## src/encav_pkg.sv

```systemverilog
// shared constants for the encoder angle and velocity estimator
package encav_pkg;

    // field widths of the stream items
    localparam int POS_IN_W  = 14;
    localparam int TIME_W    = 32;
    localparam int ANGLE_W   = 19;
    localparam int VEL_W     = 29;
    localparam int S_TDATA_W = 48;
    localparam int M_TDATA_W = 48;
    localparam int M_TUSER_W = 2;

    // quotient bits kept by the divider (bits at and above the rounding bit)
    localparam int QUO_W = 29;

    // iteration counter, wide enough for the divider and the longest multiply
    localparam int CNT_W = 5;

    // 2*pi in Q29
    localparam logic [31:0] TWO_PI_Q29 = 32'd3373259426;

    // 2*pi in Q29 times milliseconds per second
    localparam int VEL_K_W = 42;
    localparam logic [VEL_K_W-1:0] VEL_K = 42'd3373259426000;

    // velocity clamp in Q16 rad/s
    localparam logic [VEL_W-1:0] VEL_SAT = 29'd205887418;

endpackage

```

## src/encoder_angle_velocity_estimator_unit.sv

```systemverilog
// encoder angle and velocity estimator, top level
// Requests are handled one at a time: s_tready is high only while idle, so a new request is
// taken only after the previous result has been loaded into the output register. The angle
// and, when the velocity is recomputed, the velocity share a single shift-add multiplier;
// a one-bit-per-cycle restoring divider follows it. Reset (aresetn low, synchronous)
// clears the previous sample, the held velocity and all handshake state.
module encoder_angle_velocity_estimator_unit
    import encav_pkg::*;
#(
    parameter int POSITION_BITS = 14
) (
    input  logic                  aclk,
    input  logic                  aresetn,
    // s_tdata: position_sample[13:0], time_ms[45:14], zero fill [47:46]
    input  logic                  s_tvalid,
    output logic                  s_tready,
    input  logic [S_TDATA_W-1:0]  s_tdata,
    // m_tdata: angle_q16[18:0], velocity_q16[47:19]
    output logic                  m_tvalid,
    input  logic                  m_tready,
    output logic [M_TDATA_W-1:0]  m_tdata,
    // m_tuser: velocity_updated[0], zero_interval[1]
    output logic [M_TUSER_W-1:0]  m_tuser
);

    // derived widths
    localparam int PB      = POSITION_BITS;
    localparam int SHIFT   = PB + 13;
    localparam int PROD_W  = PB + 41;
    localparam int POS_X_W = (PB > POS_IN_W) ? PB : POS_IN_W;

    localparam logic [PB-1:0]    HALF_TURN = {1'b1, {(PB-1){1'b0}}};
    localparam logic [CNT_W-1:0] MUL_LAST  = CNT_W'(PB - 1);
    localparam logic [CNT_W-1:0] DIV_LAST  = CNT_W'(QUO_W - 1);

    typedef enum logic [2:0] {
        ST_IDLE,
        ST_ANG_MUL,
        ST_ANG_RND,
        ST_VEL_MUL,
        ST_DIV,
        ST_VEL_RND,
        ST_FINISH
    } state_t;

    state_t               state_reg;

    // stored previous sample and held velocity
    logic [PB-1:0]        prev_pos_reg;
    logic [TIME_W-1:0]    prev_time_reg;
    logic [VEL_W-1:0]     vel_reg;

    // per-request working registers
    logic [PB-1:0]        mag_reg;
    logic                 neg_reg;
    logic                 upd_reg;
    logic                 zero_reg;
    logic [TIME_W-1:0]    dt_reg;
    logic [ANGLE_W-1:0]   angle_reg;

    // shared shift-add multiplier
    logic [PROD_W-1:0]    acc_reg;
    logic [PROD_W-1:0]    acc_next;
    logic [PROD_W-1:0]    mcand_reg;
    logic [PB-1:0]        mplier_reg;
    logic [CNT_W-1:0]     cnt_reg;

    // restoring divider
    logic [TIME_W-1:0]    rem_reg;
    logic [TIME_W-1:0]    rem_next;
    logic [QUO_W-1:0]     quo_reg;
    logic [QUO_W-1:0]     quo_next;
    logic [TIME_W:0]      trial;
    logic [TIME_W:0]      trial_diff;

    // output register
    logic                 m_tvalid_reg;
    logic [M_TDATA_W-1:0] m_tdata_reg;
    logic [M_TUSER_W-1:0] m_tuser_reg;

    // request decode
    logic [POS_X_W-1:0]   pos_ext;
    logic [PB-1:0]        pos_in;
    logic [TIME_W-1:0]    time_in;
    logic [PB-1:0]        diff_u;
    logic                 diff_neg;
    logic [PB-1:0]        diff_mag;
    logic [TIME_W-1:0]    dt_in;
    logic                 accept;
    logic                 out_free;

    // velocity rounding and clamp
    logic [QUO_W-1:0]     vel_rnd;
    logic [VEL_W-1:0]     vel_clamp;
    logic [VEL_W-1:0]     vel_final;
    logic [VEL_W-1:0]     vel_sat_signed;
    logic [ANGLE_W-1:0]   angle_next;

    assign s_tready = (state_reg == ST_IDLE);
    assign accept   = s_tvalid && s_tready;
    assign out_free = !m_tvalid_reg || m_tready;

    assign m_tvalid = m_tvalid_reg;
    assign m_tdata  = m_tdata_reg;
    assign m_tuser  = m_tuser_reg;

    // unpack request and unwrap the position step
    always_comb begin
        pos_ext  = POS_X_W'(s_tdata[POS_IN_W-1:0]);
        pos_in   = pos_ext[PB-1:0];
        time_in  = s_tdata[POS_IN_W +: TIME_W];
        diff_u   = pos_in - prev_pos_reg;
        diff_neg = (diff_u > HALF_TURN);
        diff_mag = diff_neg ? (PB'(0) - diff_u) : diff_u;
        dt_in    = time_in - prev_time_reg;
    end

    // multiplier and divider step
    always_comb begin
        acc_next   = acc_reg + (mplier_reg[0] ? mcand_reg : '0);
        trial      = {rem_reg, quo_reg[QUO_W-1]};
        trial_diff = trial - {1'b0, dt_reg};
        if (!trial_diff[TIME_W]) begin
            rem_next = trial_diff[TIME_W-1:0];
            quo_next = {quo_reg[QUO_W-2:0], 1'b1};
        end else begin
            rem_next = trial[TIME_W-1:0];
            quo_next = {quo_reg[QUO_W-2:0], 1'b0};
        end
    end

    // rounding of angle and velocity
    always_comb begin
        angle_next     = acc_reg[SHIFT +: ANGLE_W] + ANGLE_W'(acc_reg[SHIFT-1]);
        vel_rnd        = {1'b0, quo_reg[QUO_W-1:1]} + QUO_W'(quo_reg[0]);
        vel_clamp      = (vel_rnd > VEL_SAT) ? VEL_SAT : vel_rnd;
        vel_final      = neg_reg ? (VEL_W'(0) - vel_clamp) : vel_clamp;
        vel_sat_signed = (mag_reg == '0) ? '0 :
                         (neg_reg ? (VEL_W'(0) - VEL_SAT) : VEL_SAT);
    end

    // sequencer, datapath and output register
    always_ff @(posedge aclk) begin
        if (!aresetn) begin
            state_reg     <= ST_IDLE;
            prev_pos_reg  <= '0;
            prev_time_reg <= '0;
            vel_reg       <= '0;
            m_tvalid_reg  <= 1'b0;
        end else begin
            // the finish state reloads the output register itself
            if (m_tvalid_reg && m_tready && (state_reg != ST_FINISH)) begin
                m_tvalid_reg <= 1'b0;
            end
            case (state_reg)
                ST_IDLE: begin
                    if (accept) begin
                        mag_reg       <= diff_mag;
                        neg_reg       <= diff_neg;
                        upd_reg       <= (prev_time_reg != '0);
                        zero_reg      <= (prev_time_reg != '0) && (dt_in == '0);
                        dt_reg        <= dt_in;
                        prev_pos_reg  <= pos_in;
                        prev_time_reg <= time_in;
                        acc_reg       <= '0;
                        mcand_reg     <= PROD_W'(TWO_PI_Q29);
                        mplier_reg    <= pos_in;
                        cnt_reg       <= '0;
                        state_reg     <= ST_ANG_MUL;
                    end
                end
                ST_ANG_MUL: begin
                    acc_reg    <= acc_next;
                    mcand_reg  <= mcand_reg << 1;
                    mplier_reg <= mplier_reg >> 1;
                    cnt_reg    <= cnt_reg + 1'b1;
                    if (cnt_reg == MUL_LAST) begin
                        state_reg <= ST_ANG_RND;
                    end
                end
                ST_ANG_RND: begin
                    angle_reg <= angle_next;
                    if (!upd_reg) begin
                        state_reg <= ST_FINISH;
                    end else if (zero_reg) begin
                        vel_reg   <= vel_sat_signed;
                        state_reg <= ST_FINISH;
                    end else begin
                        acc_reg    <= '0;
                        mcand_reg  <= PROD_W'(VEL_K);
                        mplier_reg <= mag_reg;
                        cnt_reg    <= '0;
                        state_reg  <= ST_VEL_MUL;
                    end
                end
                ST_VEL_MUL: begin
                    acc_reg    <= acc_next;
                    mcand_reg  <= mcand_reg << 1;
                    mplier_reg <= mplier_reg >> 1;
                    if (cnt_reg == MUL_LAST) begin
                        // dividend is the product from the rounding bit upward
                        quo_reg   <= acc_next[SHIFT-1 +: QUO_W];
                        rem_reg   <= '0;
                        cnt_reg   <= '0;
                        state_reg <= ST_DIV;
                    end else begin
                        cnt_reg <= cnt_reg + 1'b1;
                    end
                end
                ST_DIV: begin
                    rem_reg <= rem_next;
                    quo_reg <= quo_next;
                    cnt_reg <= cnt_reg + 1'b1;
                    if (cnt_reg == DIV_LAST) begin
                        state_reg <= ST_VEL_RND;
                    end
                end
                ST_VEL_RND: begin
                    vel_reg   <= vel_final;
                    state_reg <= ST_FINISH;
                end
                ST_FINISH: begin
                    if (out_free) begin
                        m_tvalid_reg <= 1'b1;
                        m_tdata_reg  <= {vel_reg, angle_reg};
                        m_tuser_reg  <= {zero_reg, upd_reg};
                        state_reg    <= ST_IDLE;
                    end
                end
                default: begin
                    state_reg <= ST_IDLE;
                end
            endcase
        end
    end

endmodule

```

## config.mk

```make
export PLATFORM = sky130hd
export DESIGN_NAME = encoder_angle_velocity_estimator_unit
export DESIGN_NICKNAME = d
export VERILOG_FILES = /design/src/encav_pkg.sv /design/src/encoder_angle_velocity_estimator_unit.sv
export SDC_FILE = /design/constraint.sdc
export NUM_CORES = 1
export LEC_CHECK = 0
export BUFFER_PORTS_ARGS = -buffer_cell sky130_fd_sc_hd__buf_4
export CAP_MARGIN = 20
export CORE_UTILIZATION = 55
export DETAILED_ROUTE_END_ITERATION = 7
export MAX_ROUTING_LAYER = met4
export PLACE_DENSITY_LB_ADDON = 0.05
export SETUP_SLACK_MARGIN = 0.02
export SYNTH_ARGS = -nofsm -noshare
export SYNTH_HDL_FRONTEND = slang
export SYNTH_SLANG_ARGS = --single-unit
```

## constraint.sdc

```tcl
create_clock -name aclk -period 10.95 [get_ports aclk]
set_input_delay 1.095 -clock aclk [delete_from_list [all_inputs] [get_ports aclk]]
set_output_delay 1.095 -clock aclk [all_outputs]
set_load 0.02 [all_outputs]
```

Yosys cells after proc, flatten, opt, wreduce, memory -nomap -nowiden
Index checks and enable logic that the tools add are counted.
{ "totals": {"register_bits": 387, "output_inout_bits": 52, "ram_bits": 0, "wordCells": 115, "mem_bits_ro": 0, "latchBits": 0, "memories": 0} }
{ "op_classes": {"n_shift": 0, "add_sub_neg": 9, "n_mul": 0, "div": 0, "bitwise_logic": 0, "eq_ne": 17, "n_lt_le_gt_ge": 2, "reduce_logical": 25, "mux": 43} }
{ "ops": {"columns": ["op", "n"], "rows": [
  ["two-way mux 55 bit", 7],
  ["case mux 55 bit (3 select lines)", 2],
  ["two-way mux 29 bit", 7],
  ["case mux 29 bit (2 select lines)", 2],
  ["two-way mux 32 bit", 2],
  ["case mux 32 bit (2 select lines)", 1],
  ["two-way mux 14 bit", 4],
  ["adder 55 bit", 1],
  ["case mux 14 bit (3 select lines)", 1],
  ["subtractor 33 x 32 -> 33 bit", 1],
  ["zero test 32 bit", 1],
  ["nonzero test 32 bit", 1],
  ["subtractor 32 bit", 1],
  ["adder 28 x 1 -> 29 bit", 1],
  ["greater-than comparator 29 x 28 -> 1 bit, second input constant", 1],
  ["subtractor 1 x 29 -> 29 bit, first input constant", 1],
  ["two-way mux 3 bit", 7],
  ["case mux 3 bit (7 select lines)", 1],
  ["two-way mux 5 bit", 4],
  ["case mux 5 bit (4 select lines)", 1],
  ["adder 19 x 1 -> 19 bit", 1],
  ["AND reduction 5 bit", 3],
  ["greater-than comparator 14 bit, second input constant", 1],
  ["zero test 14 bit", 1],
  ["other kinds (22)", 43]
]} }

Depth between registers and ports, before layout
{ "logic_depth": {"depth_word": 6, "ltp_mapped": 22, "depth_no_buf": 20} }

Worst setup path before layout
No wires, ideal clock.
{ "synth_timing": {"path_kind": "flip-flop to flip-flop", "from": "reg quo_reg[0]", "to": "reg vel_reg[26]", "period_less_slack_ns": 5.302, "t_arrival_ns": 5.163, "setup_slack_ns": 5.648, "path_stages_with_launch": 23, "setup_ns": 0.140, "cell_sequence": "edfxtp_1 > ha_1 > ha_1 > nand4_1 > nor2_1 > nand3_1 > a2111oi_0 > nor2_1 > nor4b_1 > mux2_2 > nand2b_1 > clkbuf_1 > buf_2 > nand2_1 > ha_1 > nand4_1 > nor2_1 > nor4b_1 > nor4bb_1 > nand2_1 > o31ai_1 > xnor2_1 > a21oi_1"} }
{ "synth_via": {"elab_chain_len": 6} }
{ "synth_rtl": {"columns": ["element", "line", "text"], "rows": [
  ["from (decl)", "encoder_angle_velocity_estimator_unit.sv:71", "logic [QUO_W-1:0] quo_reg;"],
  ["from (signal assigned)", "encoder_angle_velocity_estimator_unit.sv:202", "quo_reg <= acc_next[SHIFT-1 +: QUO_W];"],
  ["from (signal assigned)", "encoder_angle_velocity_estimator_unit.sv:212", "quo_reg <= quo_next;"],
  ["adder 28 x 1 -> 29 bit (*)", "encoder_angle_velocity_estimator_unit.sv:135", "vel_rnd = {1'b0, quo_reg[QUO_W-1:1]} + QUO_W'(quo_reg[0]);"],
  ["greater-than comparator 29 x 28 -> 1 bit", "encoder_angle_velocity_estimator_unit.sv:136", "vel_clamp = (vel_rnd > VEL_SAT) ? VEL_SAT : vel_rnd;"],
  ["two-way mux 29 bit (*)", "encoder_angle_velocity_estimator_unit.sv:136", null],
  ["subtractor 1 x 29 -> 29 bit", "encoder_angle_velocity_estimator_unit.sv:137", "vel_final = neg_reg ? (VEL_W'(0) - vel_clamp) : vel_clamp;"],
  ["two-way mux 29 bit (*)", "encoder_angle_velocity_estimator_unit.sv:137", null],
  ["case mux 29 bit (2 select lines) (*)", "encoder_angle_velocity_estimator_unit.sv:155", "case (state_reg)"],
  ["to (signal assigned)", "encoder_angle_velocity_estimator_unit.sv:186", "vel_reg <= vel_sat_signed;"],
  ["to (signal assigned)", "encoder_angle_velocity_estimator_unit.sv:219", "vel_reg <= vel_final;"],
  ["to (decl)", "encoder_angle_velocity_estimator_unit.sv:51", "logic [VEL_W-1:0] vel_reg;"]
]} }
Every way passes the cells marked *; elsewhere a longest branch is shown, timed or not.
A chain may end at the register's enable or synchronous reset.

Worst setup path after layout
{ "layout_timing": {"from": "reg quo_reg[4]", "to": "reg vel_reg[26]"} }
The elaborated chain is that of the path after synthesis.

==> flow_summary.ini <==
[detailed_routing]
dr_total_vias = 18360
detail_route.drc_violations = 0
via_per_inst = 5.78
antenna_violating_nets_post_route = 0
detail_route.wl_per_cell_um = 16.9
firstDrtPassIters = 6
drt_iter0_drc = 1208
finalWirelength_um = 53900

[sta]
period_share_pct = 62.2
worst_clk_skew_ps = 20.0
transition_time_at_the_pin_with_the_least_slew_margin_ps = 1040
final-setup-viol-count = 0
fmax_mhz = 147
hold_viol = 0
timing.max_slew.rel_slack_pct = 30.8
setup_total_negative_slack_ps = 0
min_period_ps = 6810
timing_max_transition_violations_final = 0
grt_setup_unrepaired = no

[clocking]
clock-root-buffer = sky130_fd_sc_hd__clkbuf_16
cts_tree = yes
post-cts-setup-buffer-count = 0
clkSlewWorstSetupHoldPaths_ps = 60
cts_hold_repair.buffers = 0
cts_made_buffers = 45
clock_sinks = 385
cts_max_level = 2
clock_latency_ps = 580
ctsLongestPathBuffers = 3
ctsResizeCount = 0

[hold_path]
hp-class = flip-flop to flip-flop
worst_hold_endpoint = m_tdata[14]$_DFFE_PP_
timing.hold.worst_path_depth = 0
hold_path_startpoint = angle_reg[14]$_DFFE_PP_

[setup_path]
startpoint_type = flip-flop
timing.setup.critical_path_class = flip-flop to flip-flop
path_max_fanout = 25
r2r-end = vel_reg[26]$_SDFFE_PN0P_
critPathRequiredTime_ps = 11370
worst-endpoint-arrival_ps = 7230
timing.critical_path.to_type = flip-flop
r2r-start = quo_reg[4]$_DFFE_PP_
reg2reg_setup_slack_ps = 4140
worst-r2r-cell-count = 19

[logic_synthesis]
synth_edf_count = 306
ys_seq_area_share_pct = 45.2
number_of_unique_standard_cell_types_used_by_synthesis = 79
synth_warnings = 0
postSynthNetCount = 2694
syn_inst = 2499
synth.ff_latch_count = 385
synth_top_flop_cell = sky130_fd_sc_hd__edfxtp_1
synth_async_sr_flop_share_pct = 0
synth_area_um2 = 23800
synth.avg_cell_area_um2 = 9.53

[place]
place.port_buffers = 101
post-dp-hpwl_um = 39000
place_congestion = 0.925

[final_layout]
filler_cell_count = 3556
finish.net_count = 2760
drive_gt1_share_pct = 9.03
layout.cells.most_common = sky130_fd_sc_hd__edfxtp_1
mostFrequentLayoutCells = 306 x sky130_fd_sc_hd__edfxtp_1, 245 x sky130_fd_sc_hd__nand2_1, 207 x sky130_fd_sc_hd__nor2_1, 169 x sky130_fd_sc_hd__a21oi_1, 155 x sky130_fd_sc_hd__o21ai_0
antenna-diode-count = 0
area_growth_syn_to_layout_pct = 11.5
final_core_util_pct = 62.7

[global_route]
first_global_vias = 17524
grt_pass1_wl_um = 88900
overflow = 0
gr-usage-all-layers_pct = 25.6
grt_max_degree = 84
number_of_antenna_violations_at_the_first_check_in_global_routing = 0

[die]
core.rowCount = 75
initial_core_utilization_pct = 56.2
dieArea_um2 = 44100
boundaryPins = 104
core-area_um2 = 42300
chipWidth_um = 210
die_h_um = 210

[power]
cell_pwr_density_nw_per_um2 = 147
vdd_ir_drop_max_mv = 0.148
leakage_nw = 10.2

[outcome]
outcome = complete, no violations

[run]
max_cap_violations = 0
per-layer routing:
metal / GRT usage (%) / routed length [um] / vias to the layer above
met4: 8.66 / 1470 / 0
met2: 39.1 / 24100 / 437
met1: 35.4 / 25800 / 8661
li1: - / - / 9172
met3: 3.07 / 2520 / 90
met5: - / 0 / -
area by class of cell:
class	instances	area, um2	share of cell area, %
sequential	385	10800	40.6
inverter	142	533	2.01
tap	577	722	2.72
timing repair buffer	119	906	3.41
clock inverter	21	169	0.636
clock buffer	63	1300	4.89
multi-input combinational	1872	12200	45.8
how the worst max path moves through the flow:
stage,from,endpoint,slack [ps]
finish,quo_reg[4]$_DFFE_PP_,vel_reg[26]$_SDFFE_PN0P_,4140
global route,quo_reg[4]$_DFFE_PP_,vel_reg[26]$_SDFFE_PN0P_,3430
CTS,quo_reg[4]$_DFFE_PP_,vel_reg[26]$_SDFFE_PN0P_,4280
detailed placement,quo_reg[4]$_DFFE_PP_,vel_reg[26]$_SDFFE_PN0P_,4290
global placement,quo_reg[0]$_DFFE_PP_,vel_reg[26]$_SDFFE_PN0P_,4370
floorplan,quo_reg[0]$_DFFE_PP_,vel_reg[26]$_SDFFE_PN0P_,5650
Yosys cell counts (57+ instances only):
| cell type | number | area, um2 |
|---|---|---|
| sky130_fd_sc_hd__a21boi_0 | 57 | 428 |
| sky130_fd_sc_hd__a21o_1 | 69 | 518 |
| sky130_fd_sc_hd__a21oi_1 | 170 | 851 |
| sky130_fd_sc_hd__and2_1 | 101 | 632 |
| sky130_fd_sc_hd__clkbuf_1 | 95 | 357 |
| sky130_fd_sc_hd__dfxtp_1 | 79 | 1580 |
| sky130_fd_sc_hd__edfxtp_1 | 306 | 9190 |
| sky130_fd_sc_hd__ha_1 | 139 | 1740 |
| sky130_fd_sc_hd__inv_1 | 141 | 529 |
| sky130_fd_sc_hd__nand2_1 | 245 | 920 |
| sky130_fd_sc_hd__nand3_1 | 60 | 300 |
| sky130_fd_sc_hd__nor2_1 | 208 | 781 |
| sky130_fd_sc_hd__o21ai_0 | 155 | 776 |
| sky130_fd_sc_hd__xnor2_1 | 110 | 963 |
| sky130_fd_sc_hd__xor2_1 | 65 | 569 |
where the power goes:
group / switching [mW] / leakage, nW / total [mW] / internal [mW]
registers: 0.0407 / 3.52 / 1.72 / 1.68
clock network: 0.607 / 0.718 / 1.49 / 0.879
logic: 0.421 / 5.96 / 0.704 / 0.284
worst max-delay path, cell delays in order, from the launching register on:
cell                        delay, ps
sky130_fd_sc_hd__edfxtp_1         490
sky130_fd_sc_hd__nand3_1          430
sky130_fd_sc_hd__nor4_2           900
sky130_fd_sc_hd__nand4_1          300
sky130_fd_sc_hd__a2111oi_0        590
sky130_fd_sc_hd__nor2_1           190
sky130_fd_sc_hd__nor4b_1          550
sky130_fd_sc_hd__mux2_2           410
sky130_fd_sc_hd__nand2b_1         140
sky130_fd_sc_hd__buf_4            220
sky130_fd_sc_hd__nand2_1          100
sky130_fd_sc_hd__ha_1             200
sky130_fd_sc_hd__nand4_1          110
sky130_fd_sc_hd__nor2_1           270
sky130_fd_sc_hd__nor4b_1          600
sky130_fd_sc_hd__nor4bb_1         550
sky130_fd_sc_hd__nand2_1          100
sky130_fd_sc_hd__o31ai_1          260
sky130_fd_sc_hd__xnor2_1          160
sky130_fd_sc_hd__a21oi_1           90
per-stage QoR:
stage / power [mW] / hold WS [ps] / cells / instance area, um2 / setup slack [ps]
global route: 4.09 / 423 / 3179 / 26600 / 3430
floorplan: 2.27 / 400 / 2499 / 23800 / 5650
detailed placement: 2.45 / 405 / 3094 / 25100 / 4290
global placement: 2.43 / 401 / 3094 / 25100 / 4370
CTS: 3.94 / 418 / 3178 / 26500 / 4280
finish: 3.91 / 417 / 3179 / 26600 / 4140
cells by family (layout without fill, tap and decap cells):
logic type,after synthesis,after routing,share of synthesized area [%]
fa+ha+maj,143,143,7.64
flops,385,385,45.2
mux,37,37,1.59
simple gates,862,862,17.8
compound gates,655,655,17.5
xor+xnor,175,175,6.44
buf+inv,242,345,3.84
Power figures use the tool's default switching activity.
